`config.mk`:
```
export PLATFORM = sky130hd
export DESIGN_NAME = dda_line_rasterizer_flat
export DESIGN_NICKNAME = d
export VERILOG_FILES = /design/src/dlr_pkg.sv /design/src/dlr_in_if.sv /design/src/dlr_out_if.sv /design/src/dlr_div.sv /design/src/dda_line_rasterizer.sv /design/src/flat_wrapper.sv
export SDC_FILE = /design/constraint.sdc
export NUM_CORES = 1
export LEC_CHECK = 0
export BUFFER_PORTS_ARGS = -buffer_cell sky130_fd_sc_hd__buf_2
export CORE_ASPECT_RATIO = 1.25
export CORE_UTILIZATION = 50
export CTS_BUF_LIST = sky130_fd_sc_hd__clkbuf_16
export DETAILED_ROUTE_END_ITERATION = 16
export MAX_ROUTING_LAYER = met4
export PLACE_DENSITY_LB_ADDON = 0.3
export SKIP_LAST_GASP = 1
export SYNTH_ARGS = -nofsm -noshare
export SYNTH_HDL_FRONTEND = slang
export SYNTH_SLANG_ARGS = --single-unit
```
`constraint.sdc`:
```
create_clock -name i_clk -period 7.6 [get_ports i_clk]
set_input_delay 0.76 -clock i_clk [delete_from_list [all_inputs] [get_ports i_clk]]
set_output_delay 0.76 -clock i_clk [all_outputs]
set_load 0.1 [all_outputs]
```
`src/dlr_pkg.sv`:
```
// Shared constants and types for the DDA line rasterizer.
package dlr_pkg;

    localparam int COORD_BITS_DEF = 11;
    localparam int FRAC_BITS_DEF  = 16;
    localparam int COLOR_BITS_DEF = 24;

    localparam logic MODE_START = 1'b0;
    localparam logic MODE_STEP  = 1'b1;

    typedef enum logic [1:0] {
        S_IDLE,
        S_DIV_X,
        S_DIV_Y
    } t_state;

endpackage

```
`src/dlr_in_if.sv`:
```
// Input channel: line start or step command word.
interface dlr_in_if #(
    parameter int COORD_BITS = dlr_pkg::COORD_BITS_DEF,
    parameter int COLOR_BITS = dlr_pkg::COLOR_BITS_DEF
);
    logic                  valid;
    logic                  ready;
    logic                  mode;
    logic [COORD_BITS-1:0] x_start;
    logic [COORD_BITS-1:0] y_start;
    logic [COORD_BITS-1:0] x_end;
    logic [COORD_BITS-1:0] y_end;
    logic [COLOR_BITS-1:0] line_color;

    modport source (
        output valid, mode, x_start, y_start, x_end, y_end, line_color,
        input  ready
    );
    modport sink (
        input  valid, mode, x_start, y_start, x_end, y_end, line_color,
        output ready
    );
endinterface

```
`src/dlr_out_if.sv`:
```
// Output channel: one pixel word per command.
interface dlr_out_if #(
    parameter int COORD_BITS = dlr_pkg::COORD_BITS_DEF,
    parameter int COLOR_BITS = dlr_pkg::COLOR_BITS_DEF
);
    logic                  valid;
    logic                  ready;
    logic [COORD_BITS-1:0] pixel_x;
    logic [COORD_BITS-1:0] pixel_y;
    logic [COLOR_BITS-1:0] pixel_color;
    logic                  is_last;
    logic                  is_valid;

    modport source (
        output valid, pixel_x, pixel_y, pixel_color, is_last, is_valid,
        input  ready
    );
    modport sink (
        input  valid, pixel_x, pixel_y, pixel_color, is_last, is_valid,
        output ready
    );
endinterface

```
`src/dlr_div.sv`:
```
// Restoring divider, one quotient bit per cycle, for (num << FRAC_BITS) / den with num <= den.
module dlr_div #(
    parameter int COORD_BITS = dlr_pkg::COORD_BITS_DEF,
    parameter int FRAC_BITS  = dlr_pkg::FRAC_BITS_DEF
) (
    input  logic                 i_clk,
    input  logic                 i_rst_n,
    input  logic                 i_start,
    input  logic [COORD_BITS-1:0] i_num,
    input  logic [COORD_BITS-1:0] i_den,
    output logic                 o_done,
    output logic [FRAC_BITS:0]   o_quo
);
    import dlr_pkg::*;

    localparam int REM_W = COORD_BITS + 1;
    localparam int CNT_W = $clog2(FRAC_BITS + 1);

    logic [REM_W-1:0]      r_rem, n_rem;
    logic [COORD_BITS-1:0] r_den;
    logic [FRAC_BITS:0]    r_quo, n_quo;
    logic [CNT_W-1:0]      r_cnt;
    logic                  r_busy;
    logic                  r_done;
    logic [REM_W-1:0]      den_ext;
    logic [REM_W-1:0]      diff;
    logic                  ge;

    assign den_ext = {1'b0, r_den};
    assign ge      = (r_rem >= den_ext);
    assign diff    = r_rem - den_ext;
    assign n_rem   = ge ? {diff[REM_W-2:0], 1'b0} : {r_rem[REM_W-2:0], 1'b0};
    assign n_quo   = {r_quo[FRAC_BITS-1:0], ge};

    always_ff @(posedge i_clk) begin
        if (!i_rst_n) begin
            r_busy <= 1'b0;
            r_done <= 1'b0;
            r_cnt  <= '0;
        end else begin
            r_done <= 1'b0;
            if (i_start) begin
                r_busy <= 1'b1;
                r_cnt  <= '0;
            end else if (r_busy) begin
                if (r_cnt == CNT_W'(FRAC_BITS)) begin
                    r_busy <= 1'b0;
                    r_done <= 1'b1;
                end else begin
                    r_cnt <= r_cnt + 1'b1;
                end
            end
        end
    end

    always_ff @(posedge i_clk) begin
        if (i_start) begin
            r_rem <= {1'b0, i_num};
            r_den <= i_den;
            r_quo <= '0;
        end else if (r_busy) begin
            r_rem <= n_rem;
            r_quo <= n_quo;
        end
    end

    assign o_done = r_done;
    assign o_quo  = r_quo;

endmodule

```
`src/dda_line_rasterizer.sv`:
```
// DDA line rasterizer top level: command decode, accumulators, output register.
//
// Usage:
//   i_in carries command words. mode=0 starts a line from (x_start, y_start)
//   to (x_end, y_end) with line_color; mode=1 asks for the next pixel.
//   o_out carries exactly one pixel word per command, in order. A step with
//   no line active returns a word with is_valid=0 and all fields zero; the
//   final pixel of a line has is_last=1.
// Timing:
//   The result of any command appears in the output register in the cycle
//   after it is taken. Steps stream at one word per cycle while the output
//   is not stalled. A start command with distinct endpoints keeps the input
//   closed while the single restoring divider produces the x increment,
//   then the y increment. Equal endpoints need no division.
// Reset:
//   Synchronous, active low; the block comes up idle with no line active.
// Backpressure:
//   The output register holds a word until taken; a new command is taken
//   only when the register is empty or being drained in the same cycle.
module dda_line_rasterizer #(
    parameter int COORD_BITS = dlr_pkg::COORD_BITS_DEF,
    parameter int FRAC_BITS  = dlr_pkg::FRAC_BITS_DEF,
    parameter int COLOR_BITS = dlr_pkg::COLOR_BITS_DEF
) (
    input  logic      i_clk,
    input  logic      i_rst_n,
    dlr_in_if.sink    i_in,
    dlr_out_if.source o_out
);
    import dlr_pkg::*;

    localparam int ACC_W = COORD_BITS + FRAC_BITS + 1;
    localparam int INC_W = FRAC_BITS + 2;
    localparam int D_W   = COORD_BITS + 1;

    t_state r_state, n_state;

    logic [ACC_W-1:0]      r_acc_x, r_acc_y;
    logic [INC_W-1:0]      r_step_x, r_step_y;
    logic [COORD_BITS-1:0] r_steps_left;
    logic [COLOR_BITS-1:0] r_color;
    logic [COORD_BITS-1:0] r_ady;
    logic                  r_neg_x, r_neg_y;

    logic                  r_out_valid;
    logic [COORD_BITS-1:0] r_px, r_py;
    logic [COLOR_BITS-1:0] r_pcolor;
    logic                  r_last, r_pvalid;

    logic                  in_ready, accept, out_free, start_go;
    logic [D_W-1:0]        dx, dy;
    logic [COORD_BITS-1:0] adx, ady, steps;
    logic                  div_start, div_done;
    logic [COORD_BITS-1:0] div_num, div_den;
    logic [FRAC_BITS:0]    div_quo;
    logic [INC_W-1:0]      quo_ext, inc_signed;
    logic                  cur_neg;
    logic [ACC_W-1:0]      n_acc_x, n_acc_y, rnd_x, rnd_y;
    logic [ACC_W-1:0]      half;

    assign out_free = !r_out_valid || o_out.ready;
    assign accept   = i_in.valid && in_ready;

    assign dx    = {1'b0, i_in.x_end} - {1'b0, i_in.x_start};
    assign dy    = {1'b0, i_in.y_end} - {1'b0, i_in.y_start};
    assign adx   = dx[D_W-1] ? COORD_BITS'(-dx) : dx[COORD_BITS-1:0];
    assign ady   = dy[D_W-1] ? COORD_BITS'(-dy) : dy[COORD_BITS-1:0];
    assign steps = (adx > ady) ? adx : ady;

    assign start_go = accept && (i_in.mode == MODE_START) && (steps != '0);

    assign quo_ext    = {1'b0, div_quo};
    assign cur_neg    = (r_state == S_DIV_X) ? r_neg_x : r_neg_y;
    assign inc_signed = cur_neg ? -quo_ext : quo_ext;

    assign half    = ACC_W'(1) << (FRAC_BITS - 1);
    assign n_acc_x = r_acc_x + {{(ACC_W-INC_W){r_step_x[INC_W-1]}}, r_step_x};
    assign n_acc_y = r_acc_y + {{(ACC_W-INC_W){r_step_y[INC_W-1]}}, r_step_y};
    assign rnd_x   = n_acc_x + half;
    assign rnd_y   = n_acc_y + half;

    dlr_div #(
        .COORD_BITS(COORD_BITS),
        .FRAC_BITS (FRAC_BITS)
    ) u_div (
        .i_clk  (i_clk),
        .i_rst_n(i_rst_n),
        .i_start(div_start),
        .i_num  (div_num),
        .i_den  (div_den),
        .o_done (div_done),
        .o_quo  (div_quo)
    );

    // next state
    always_comb begin
        n_state = r_state;
        unique case (r_state)
            S_IDLE: begin
                if (start_go) n_state = S_DIV_X;
            end
            S_DIV_X: begin
                if (div_done) n_state = S_DIV_Y;
            end
            S_DIV_Y: begin
                if (div_done) n_state = S_IDLE;
            end
            default: n_state = S_IDLE;
        endcase
    end

    // state outputs
    always_comb begin
        in_ready  = 1'b0;
        div_start = 1'b0;
        div_num   = adx;
        div_den   = steps;
        unique case (r_state)
            S_IDLE: begin
                in_ready  = out_free;
                div_start = start_go;
            end
            S_DIV_X: begin
                div_start = div_done;
                div_num   = r_ady;
                div_den   = r_steps_left;
            end
            S_DIV_Y: begin
                div_den   = r_steps_left;
            end
            default: begin
                in_ready  = 1'b0;
            end
        endcase
    end

    always_ff @(posedge i_clk) begin
        if (!i_rst_n) begin
            r_state      <= S_IDLE;
            r_out_valid  <= 1'b0;
            r_steps_left <= '0;
            r_acc_x      <= '0;
            r_acc_y      <= '0;
            r_step_x     <= '0;
            r_step_y     <= '0;
            r_color      <= '0;
        end else begin
            r_state <= n_state;
            if (accept) begin
                r_out_valid <= 1'b1;
            end else if (o_out.ready) begin
                r_out_valid <= 1'b0;
            end

            if (r_state == S_DIV_X && div_done) r_step_x <= inc_signed;
            if (r_state == S_DIV_Y && div_done) r_step_y <= inc_signed;

            if (accept) begin
                if (i_in.mode == MODE_START) begin
                    r_acc_x      <= {1'b0, i_in.x_start, {FRAC_BITS{1'b0}}};
                    r_acc_y      <= {1'b0, i_in.y_start, {FRAC_BITS{1'b0}}};
                    r_color      <= i_in.line_color;
                    r_steps_left <= steps;
                    r_step_x     <= '0;
                    r_step_y     <= '0;
                end else if (r_steps_left != '0) begin
                    r_acc_x      <= n_acc_x;
                    r_acc_y      <= n_acc_y;
                    r_steps_left <= r_steps_left - 1'b1;
                end
            end
        end
    end

    // payload of the division and of the output word
    always_ff @(posedge i_clk) begin
        if (start_go) begin
            r_ady   <= ady;
            r_neg_x <= dx[D_W-1];
            r_neg_y <= dy[D_W-1];
        end
        if (accept) begin
            if (i_in.mode == MODE_START) begin
                r_px     <= i_in.x_start;
                r_py     <= i_in.y_start;
                r_pcolor <= i_in.line_color;
                r_last   <= (steps == '0);
                r_pvalid <= 1'b1;
            end else if (r_steps_left != '0) begin
                r_px     <= rnd_x[FRAC_BITS +: COORD_BITS];
                r_py     <= rnd_y[FRAC_BITS +: COORD_BITS];
                r_pcolor <= r_color;
                r_last   <= (r_steps_left == COORD_BITS'(1));
                r_pvalid <= 1'b1;
            end else begin
                r_px     <= '0;
                r_py     <= '0;
                r_pcolor <= '0;
                r_last   <= 1'b0;
                r_pvalid <= 1'b0;
            end
        end
    end

    assign i_in.ready        = in_ready;
    assign o_out.valid       = r_out_valid;
    assign o_out.pixel_x     = r_px;
    assign o_out.pixel_y     = r_py;
    assign o_out.pixel_color = r_pcolor;
    assign o_out.is_last     = r_last;
    assign o_out.is_valid    = r_pvalid;

endmodule
```
`src/flat_wrapper.sv`:
```
// flat-port wrapper written by rule: the top's interface ports become plain ports
module dda_line_rasterizer_flat import dlr_pkg::*;
#(
    parameter int COORD_BITS = dlr_pkg::COORD_BITS_DEF,
    parameter int FRAC_BITS  = dlr_pkg::FRAC_BITS_DEF,
    parameter int COLOR_BITS = dlr_pkg::COLOR_BITS_DEF
)
  (i_clk, i_rst_n, i_in_valid, i_in_mode, i_in_x_start, i_in_y_start, i_in_x_end, i_in_y_end, i_in_line_color, i_in_ready, o_out_valid, o_out_pixel_x, o_out_pixel_y, o_out_pixel_color, o_out_is_last, o_out_is_valid, o_out_ready);
  dlr_in_if #(.COORD_BITS(COORD_BITS), .COLOR_BITS(COLOR_BITS)) i_in_i ();
  dlr_out_if #(.COORD_BITS(COORD_BITS), .COLOR_BITS(COLOR_BITS)) o_out_i ();
  input  logic i_clk;
  input  logic i_rst_n;
  input wire logic [$bits(i_in_i.valid)-1:0] i_in_valid;
  input wire logic [$bits(i_in_i.mode)-1:0] i_in_mode;
  input wire logic [$bits(i_in_i.x_start)-1:0] i_in_x_start;
  input wire logic [$bits(i_in_i.y_start)-1:0] i_in_y_start;
  input wire logic [$bits(i_in_i.x_end)-1:0] i_in_x_end;
  input wire logic [$bits(i_in_i.y_end)-1:0] i_in_y_end;
  input wire logic [$bits(i_in_i.line_color)-1:0] i_in_line_color;
  output wire logic [$bits(i_in_i.ready)-1:0] i_in_ready;
  output wire logic [$bits(o_out_i.valid)-1:0] o_out_valid;
  output wire logic [$bits(o_out_i.pixel_x)-1:0] o_out_pixel_x;
  output wire logic [$bits(o_out_i.pixel_y)-1:0] o_out_pixel_y;
  output wire logic [$bits(o_out_i.pixel_color)-1:0] o_out_pixel_color;
  output wire logic [$bits(o_out_i.is_last)-1:0] o_out_is_last;
  output wire logic [$bits(o_out_i.is_valid)-1:0] o_out_is_valid;
  input wire logic [$bits(o_out_i.ready)-1:0] o_out_ready;
  assign i_in_i.valid = i_in_valid;
  assign i_in_i.mode = i_in_mode;
  assign i_in_i.x_start = i_in_x_start;
  assign i_in_i.y_start = i_in_y_start;
  assign i_in_i.x_end = i_in_x_end;
  assign i_in_i.y_end = i_in_y_end;
  assign i_in_i.line_color = i_in_line_color;
  assign i_in_ready = i_in_i.ready;
  assign o_out_valid = o_out_i.valid;
  assign o_out_pixel_x = o_out_i.pixel_x;
  assign o_out_pixel_y = o_out_i.pixel_y;
  assign o_out_pixel_color = o_out_i.pixel_color;
  assign o_out_is_last = o_out_i.is_last;
  assign o_out_is_valid = o_out_i.is_valid;
  assign o_out_i.ready = o_out_ready;
  dda_line_rasterizer #(.COORD_BITS(COORD_BITS), .FRAC_BITS(FRAC_BITS), .COLOR_BITS(COLOR_BITS)) u_core (.i_clk(i_clk), .i_rst_n(i_rst_n), .i_in(i_in_i), .o_out(o_out_i));
endmodule
```
# Word level (Yosys, flattened, before mapping)
# Cells that the tools add are included.
# op_classes
add_sub_neg	12
muxes	43
reduce_logical	20
n_lt_le_gt_ge	2
eq_ne	8
n_bitwise	4
# ops
op	count
two-way mux 11 bit	13
two-way mux 18 bit	7
two-way mux 28 bit	4
adder 28 bit	2
adder 27 x 16 -> 27 bit, second input constant	2
two-way mux 24 bit	2
subtractor 11 x 11 -> 12 bit	2
negator 11 bit	2
nonzero test 11 bit	2
negator 17 -> 18 bit	1
>= comparator 12 x 11 -> 1 bit	1
two-way mux 12 bit	1
equality test 11 x 1 -> 1 bit, second input constant	1
greater-than comparator 11 bit	1
zero test 11 bit	1
two-way mux 1 bit	11
subtractor 11 x 1 -> 11 bit, second input constant	1
subtractor 11 bit	1
two-way mux 2 bit	3
one-hot mux 2 bit (3 select lines)	1
AND reduction 2 bit	3
adder 5 x 1 -> 5 bit, second input constant	1
equality test 5 bit, second input constant	1
logical AND 1 bit	5
other kinds (13)	20
# totals
inputBits	73
elab_cells	112
output_inout_bits	50
ff_bits	238

# Longest topological paths before layout
# Gate-level depths: netlist of run 1.
# logic_depth
depth_word	9
ltp_mapped	25
ltp_nobuf	23

# Modules after synthesis
# A second synthesis of run 1 with hierarchy kept.
# unflattened
hier_cells	1773
hier_area_um2	15399.8
# modules_own_cells
module	n_inst	seq_area_each_um2	cells_each	area_each_um2
dda_line_rasterizer	1	4394.2	1534	12858.6
dlr_div	1	1161.1	239	2541.2

# Worst setup path before layout of run 1
# No wires, ideal clock.
# synth_timing
path_type	input to register
from	in i_in_y_end[0]
to	reg u_core.u_div.r_rem[0], data pin
cell_stages	24
setup_time_ns	0.255
path_slack_ns	1.718
path_buffers	2
required_ns	7.345
arrival_time_ns	5.627
cell_sequence	inv_1 > ha_1 > fa_1 > nor2b_1 > o2111a_1 > a2111oi_4 > xnor2_1 > a2111oi_2 > a31oi_1 > xnor2_1 > inv_1 > ha_1 > a21oi_1 > o211ai_1 > a2111oi_0 > and3b_1 > nand2_1 > nand2_1 > o31ai_1 > a41oi_4 > or2_1 > buf_6 > buf_6 > and2_1
# synth_between
elab_chain_len	9
# synth_rtl
element	line	text
start: declaration	flat_wrapper.sv:18	input wire logic [$bits(i_in_i.y_end)-1:0] i_in_y_end;
subtractor 11 x 11 -> 12 bit (*)	dda_line_rasterizer.sv:65	assign dy = {1'b0, i_in.y_end} - {1'b0, i_in.y_start};
negator 11 bit	dda_line_rasterizer.sv:67	assign ady = dy[D_W-1] ? COORD_BITS'(-dy) : dy[COORD_BITS-1:0];
two-way mux 11 bit (*)	dda_line_rasterizer.sv:67	
named net u_core.ady[10]	dda_line_rasterizer.sv:52	logic [COORD_BITS-1:0] adx, ady, steps;
greater-than comparator 11 bit	dda_line_rasterizer.sv:68	assign steps = (adx > ady) ? adx : ady;
two-way mux 11 bit (*)	dda_line_rasterizer.sv:68	
nonzero test 11 bit (*)	dda_line_rasterizer.sv:70	assign start_go = accept && (i_in.mode == MODE_START) && (steps != '0);
logical AND 1 bit (*)	dda_line_rasterizer.sv:70	
named net u_core.start_go	dda_line_rasterizer.sv:50	logic in_ready, accept, out_free, start_go;
one-hot mux 1 bit (2 select lines) (*)	dda_line_rasterizer.sv:118	unique case (r_state)
two-way mux 11 bit (*)	dlr_div.sv:57	if (i_start) begin
end signal: assignment	dlr_div.sv:58	r_rem <= {1'b0, i_num};
end signal: assignment	dlr_div.sv:62	r_rem <= n_rem;
end: declaration	dlr_div.sv:19	logic [REM_W-1:0] r_rem, n_rem;
# The timed path passes the listed nets; every way through them passes the cells marked *.
# A chain may end at the register's enable or synchronous reset.

# Worst setup path after layout of run 1
# layout_timing
from	in i_in_y_end[0]
to	reg u_core.u_div.r_rem[3], data pin
# The elaborated chain is that of the path after synthesis.

==> results of run 1 <==
metal layers:
metal  GRT usage [%]  up-vias  share of wire [%]
met5               -        -                  0
met4           10.03        0                3.3
met3           2.828       93                4.8
met2           45.00      356                 50
met1           29.45     6158                 42
li1                -     6437                  -
how the worst max path moves through the flow:
stage,endpoint
global placement,u_core.u_div.r_rem[9]
floorplan,u_core.u_div.r_rem[0]
global route,u_core.u_div.r_rem[5]
finish,u_core.u_div.r_rem[3]
CTS,u_core.u_div.r_rem[3]
detailed placement,u_core.u_div.r_rem[1]
power by group through the flow:
stage / clock network, mW / logic [mW] / registers [mW]
final: 1.15 / 1.62 / 1.53
after global routing: 1.22 / 1.76 / 1.54
after CTS: 1.17 / 1.62 / 1.53
after detailed placement: 0 / 1.60 / 1.56
after global placement: 0 / 1.58 / 1.55
after floorplan: 0 / 1.03 / 1.72
layout by cell type (no fill, tap or decap), types with 5 or more instances in the layout:
cell type and instances:
a2111oi_0 5, a211oi_1 40, a21boi_0 37, a21o_1 38, a21oi_1 93, a222oi_1 10, a22o_1 26, a22oi_1 29
a31oi_1 18, and2_1 14, and3_1 13, buf_2 122, buf_4 18, clkbuf_16 25, clkinv_1 7, dfxtp_1 153
edfxtp_1 83, fa_1 5, ha_1 108, inv_1 91, mux2i_1 60, nand2_1 164, nand2b_1 21, nand3_1 36
nand4_1 17, nor2_1 129, nor2b_1 50, nor3_1 26, o211ai_1 15, o21a_1 10, o21ai_0 92, o21bai_1 12
o22ai_1 18, o31ai_1 7, or2_2 7, or3_1 10, xnor2_1 87, xor2_1 46
layout make-up:
| type | instances | area [um^2] | area share (%) |
|---|---|---|---|
| Multi-Input combinational cell | 1323 | 9170 | 53.78 |
| Sequential cell | 236 | 5555 | 32.58 |
| Timing Repair Buffer | 140 | 745.7 | 4.373 |
| Clock buffer | 25 | 625.6 | 3.669 |
| Tap cell | 401 | 501.7 | 2.942 |
| Inverter | 86 | 322.8 | 1.893 |
| Clock inverter | 19 | 130.1 | 0.7631 |
sequential cells by signal, summed over array words and instances, names as in the netlist:
| signal | cells |
|---|---|
| u_core.r_steps_left | 11 |
| u_core.r_state | 2 |
| u_core.u_div.o_done | 1 |
| u_core.r_step_y | 18 |
| u_core.u_div.r_den | 11 |
| u_core.u_div.o_quo | 17 |
| u_core.u_div.r_busy | 1 |
| u_core.o_out.is_valid | 1 |
| u_core.r_ady | 11 |
| u_core.r_neg_x | 1 |
| u_core.u_div.r_cnt | 5 |
| u_core.o_out.valid | 1 |
| u_core.r_neg_y | 1 |
| u_core.o_out.pixel_y | 11 |
| u_core.o_out.pixel_x | 11 |
| u_core.r_color | 24 |
| u_core.r_step_x | 18 |
| u_core.o_out.pixel_color | 24 |
| u_core.r_acc_y | 27 |
| u_core.u_div.r_rem | 12 |
| u_core.o_out.is_last | 1 |
| u_core.r_acc_x | 27 |
critical path, delay by kind of cell:
kind | cells | cell delay (ns)
fa+ha+maj | 3 | 0.78
simple gates | 5 | 1.51
compound gates | 10 | 2.33
xor+xnor | 2 | 0.45
mux | 1 | 0.19
buf+inv | 4 | 0.46
stage by stage:
| step | util, % | setup slack, ns |
|---|---|---|
| final | 56.62 | 1.337 |
| after global routing | 56.62 | 0.8754 |
| after CTS | 56.62 | 1.271 |
| after detailed placement | 54.11 | 0.7650 |
| after global placement | 54.11 | 0.8926 |
| after floorplan | - | 1.718 |
cell families after synthesis:
kind of cell    synth area share [%]
simple gates                   15.96
xor+xnor                       7.689
fa+ha+maj                      9.449
buf+inv                        4.252
mux                            4.130
flops                          36.17
compound gates                 22.35
==> impl_results.md, run 1 <==
* Worst Setup End Kind: flop
* Flop-to-flop setup slack at about 3.5 ns
* Routed len/inst at approximately 18 um
* Setup bufs post-CTS at 0
* Data arrival time of the worst path at 6.50 ns
* Diodes inserted at 0
* IO Port Bufs at 122
* Ranking of synthesized cells by area: dfxtp_1 20%, edfxtp_1 16%, ha_1 8.8%
* Share of power burned in registers at 35.6%
* Synthesized Nets at 1914
* Commonest cells post-synth: 165 x nand2_1, 153 x dfxtp_1, 132 x nor2_1
* Critical R2R Capture: u_core.o_out.pixel_x[9]
* Prevailing post-synth register cell: dfxtp_1
* First DRT Iteration DRCs at 762
* FF-to-FF path depth at 13
* Nets at 1997
* Final Power at 4.298 mW
* Fin area at 17050 um^2
* Initial antenna violation count at 0
* Routed vias at 13.04k
* Cells after Synth at 1728
* Kind of critical path: input port to flop
* Overall Global Routing Usage at 25.44%
* Final Max Slew Viols at 0
* Sw Pwr at approximately 1.6 mW
* Critical Path Source Type: input port
* Worst hold path class: flop to flop
* Worst Hold Path EP: u_core.r_color[16]
* CP Data Required Time at 7.84 ns
* CTS Root Buffer Type: clkbuf_16
* CP Launch Point: i_in_y_end[0]
* Max Cap Viol at 0
* Max-slew headroom at about a quarter
* Most common cell in the synthesized netlist: nand2_1
* Fin crit period at about 6.3 ns
* Synth cell types at 79
* First-pass GRT wire length at 63510 um
* DRC viols at 0
* Vias in the first global route at between 10k and 15k
* Final cell count without fillers at approximately 2.2k
* Lkg Pwr at 7.093 nW
* Fillers at 2689
* Slew @ Worst Pin at 1.091 ns
* Endpoints failing hold at 0
* CP max FO at 47
* Crit-path slowest cell: or2_2
* Hold Slack at 0.4668 ns
* Post-Route WL at a little under 40000 um
* Final setup viols at 0
* Post-synth EDFFs at a little over 80
* DIE AREA at 31430 um^2
* Worst-skew pair later-pin latency at 0.54 ns
* Top-area cell type share of the netlist area at 19.94%
* Power per Cell Area at 252.1 nW/um^2
* ANT nets after route at 0
* H-tree Lvls at 1
* Crit Reg-Reg Startpoint: u_core.r_step_x[0]
* Cts hold-fix bufs at 0
* VDD IR max at about 140 uV
* Initial core utilization at 51.01%
* Combinational group share of total power at 37.7%
* CTS tree: yes
* Sw frac at 37.90%
* Pint at 2.669 mW
* CTS Buf Count at 24
* Placed cell areas at 16300 um^2
* CTS clk-pin slew, worst paths at 0.06 ns
* Clock power frac at 26.7%
* Worst path max stage delay at 0.86 ns
* Area leader, netlist: dfxtp_1
* Yosys reg bits at 236
* Hold path depth at 2
* Core box area at 30120 um^2
* 1st-pass router iterations at 6
* Post-CTS Resized at 0
* RSZ-0062 raised after global routing: false
* GRT overflow at 0
* # rows at 71
* Skew final at 0.01402 ns
* DR vias/cell at 5.849
* CTS sink count at 236
* Die H at around 200 um
* Fin Setup TNS at 0 ns
* Crit share post-route at 82.40%
* Inst Count DP at 2186
* Fmax achieved at 0.1597 GHz
* Top-Level Pins at ~120
* Post-synth ARST share at 0%
* Final Wtd Congestion at 0.9589
* Max clock buf depth at 3
* Sequential share of the synthesized area at between 30 and 40%
* Ys Warns at 0
* Layout cells sized above 1 at between 10% and 20%
* HPWL after DPL at 28860 um
* Hold wc startpoint: u_core.r_color[16]
* Post-Syn Area at 15360 um^2
* Die span in x at 158.8 um
* Largest net degree at the start of global routing at 102
* Status: complete, no violations
* Syn_area_per_cell at 8.889 um^2
* Synth-to-layout area growth at 11.00%
Power figures use the tool's default switching activity.
==> inputs of run 2 (changes only) <==
- clock period: 7.6 -> 6 ns (I/O delays scaled with it)
==> impl_results.md, run 2 (synthesis results as in run 1) <==
* Status: complete, no violations
* H-tree Lvls at 1
* Worst-skew pair later-pin latency at roughly 0.55 ns
* CTS Root Buffer Type: clkbuf_16
* CP Data Required Time at 6.23 ns
* Endpoints failing hold at 0
* Skew final at 0.01815 ns
* Fmax achieved at 0.1827 GHz
* Overall Global Routing Usage at around a quarter
* CTS clk-pin slew, worst paths at 0.06 ns
* Worst path max stage delay at 0.56 ns
* Final cell count without fillers at about 2.3k
* Largest net degree at the start of global routing at 102
* GRT overflow at 0
* Final setup viols at 0
* Layout cells sized above 1 at 12.69%
* First-pass GRT wire length at 63880 um
* # rows at just over 70
* Slew @ Worst Pin at about 1.2 ns
* Post-Route WL at 39970 um
* Cts hold-fix bufs at 0
* Synth-to-layout area growth at 12.21%
* Die H at 198.0 um
* Final Max Slew Viols at 0
* Buf/Inv on CP at 4
* RSZ-0062 raised after global routing: false
* Fin crit period at 5.473 ns
* Routed vias at between 10k and 15k
* Max-slew headroom at 19.19%
* Worst hold path class: input port to flop
* Commonest cells after routing, fill and taps aside: 164 x nand2_1, 153 x dfxtp_1, 129 x nor2_1
* Hold Slack at approximately 0.32 ns
* Hold wc startpoint: i_in_line_color[9]
* CTS sink count at about 240
* Inst Count DP at roughly 2.2k
* DRC viols at 0
* CTS Buf Count at 24
* IO Port Bufs at about 120
* Worst Setup End Kind: flop
* Commonest non-fill, non-tap cell in the layout: nand2_1
* Initial core utilization at 51.01%
* Fillers at between 2k and 3k
* CP max FO at 11
* Core box area at 30120 um^2
* DR vias/cell at 5.802
* First DRT Iteration DRCs at 920
* Crit share post-route at 91.21%
* Post-route core utilization at between 50% and 60%
* Crit Reg-Reg Startpoint: u_core.r_step_x[0]
* Vias in the first global route at 12.61k
* Max Cap Viol at 0
* Setup bufs post-CTS at 0
* Max clock buf depth at 3
* Critical Path Source Type: input port
* Final Wtd Congestion at 0.9873
* DIE AREA at 31430 um^2
* 1st-pass router iterations at 7
* HPWL after DPL at roughly 29000 um
* Lkg Pwr at approximately 7 nW
* Data arrival time of the worst path at 5.70 ns
* ANT nets after route at 0
* Crit-path slowest cell: or3_1
* Power per Cell Area at between 300 and 400 nW/um^2
* Final Power at 5.494 mW
* Initial antenna violation count at 2
* Top-Level Pins at 123
* Kind of critical path: input port to flop
* Top flop regs: u_core.r_acc_x x27, u_core.r_acc_y x27
* Post-CTS Resized at 0
* Nets at just over 2k
* Crit-path leading delay family: compound AO/OA/AOI/OAI gates
* Die span in x at ~160 um
* Crit path cell chain: buf_2, inv_1, ha_1, nor2b_1, o2111a_1, a2111oi_4, xnor2_1, a2111oi_2, a31oi_1, xnor2_1, inv_1, ha_1, a21oi_1, o211ai_1, a2111oi_0, and3b_1, nand2_1, nand2_1, o31ai_1, a41oi_4, buf_4, or3_1
* CP Launch Point: i_in_y_start[2]
* CTS tree: yes
* Routed len/inst at 17.72 um
* VDD IR max at 192.3 uV
run 2: area by class of cell:
type                       count  area (um^2)  share of cell area, %
inverter                      86        322.8                  1.873
timing repair buffer         163        930.9                  5.401
antenna                        2        5.005                0.02904
clock buffer                  25        625.6                  3.630
multi-input combinational   1323         9166                  53.18
tap                          401        501.7                  2.911
sequential                   236         5555                  32.23
clock inverter                19        128.9                 0.7477
run 2: per-stage QoR:
| stage | setup slack (ns) | area (um^2) | setup TNS [ns] |
|---|---|---|---|
| 6_report | 0.5273 | 17240 | 0 |
| 5_1_grt | 0.08208 | 17240 | 0 |
| 4_1_cts | 0.5659 | 17230 | 0 |
| 3_5_place_dp | -0.01422 | 16480 | -0.1548 |
| 3_3_place_gp | 0.08284 | 16480 | 0 |
| 2_1_floorplan | 0.2781 | 15360 | 0 |
run 2: worst paths after layout:
kind	end	depth (start not counted)	slack (ns)
setup / recovery	u_core.u_div.r_rem[7]	22	0.53
hold / removal	u_core.r_color[9]	3	0.32
setup reg to reg	u_core.o_out.pixel_x[9]	13	1.71
hold reg to reg	u_core.r_color[9]	2	0.47
run 2: worst min-delay path: stages:
cell and delay (ns):
buf_2 0.10, nand2_1 0.04, a21boi_0 0.06
run 2: routing by layer:
layer	up-vias	track usage [%]	part of all wire, %
met5	-	-	0
met4	0	8.990	2.9
met3	79	2.807	4.6
met2	345	45.84	51
met1	6179	30.13	42
li1	6481	-	-
run 2: report_power, final:
group          leakage (nW)  switching (mW)  internal [mW]  total, mW
clock network         0.400           0.651          0.801       1.45
registers              2.04          0.0850           1.85       1.94
logic                  4.77            1.36          0.739       2.10
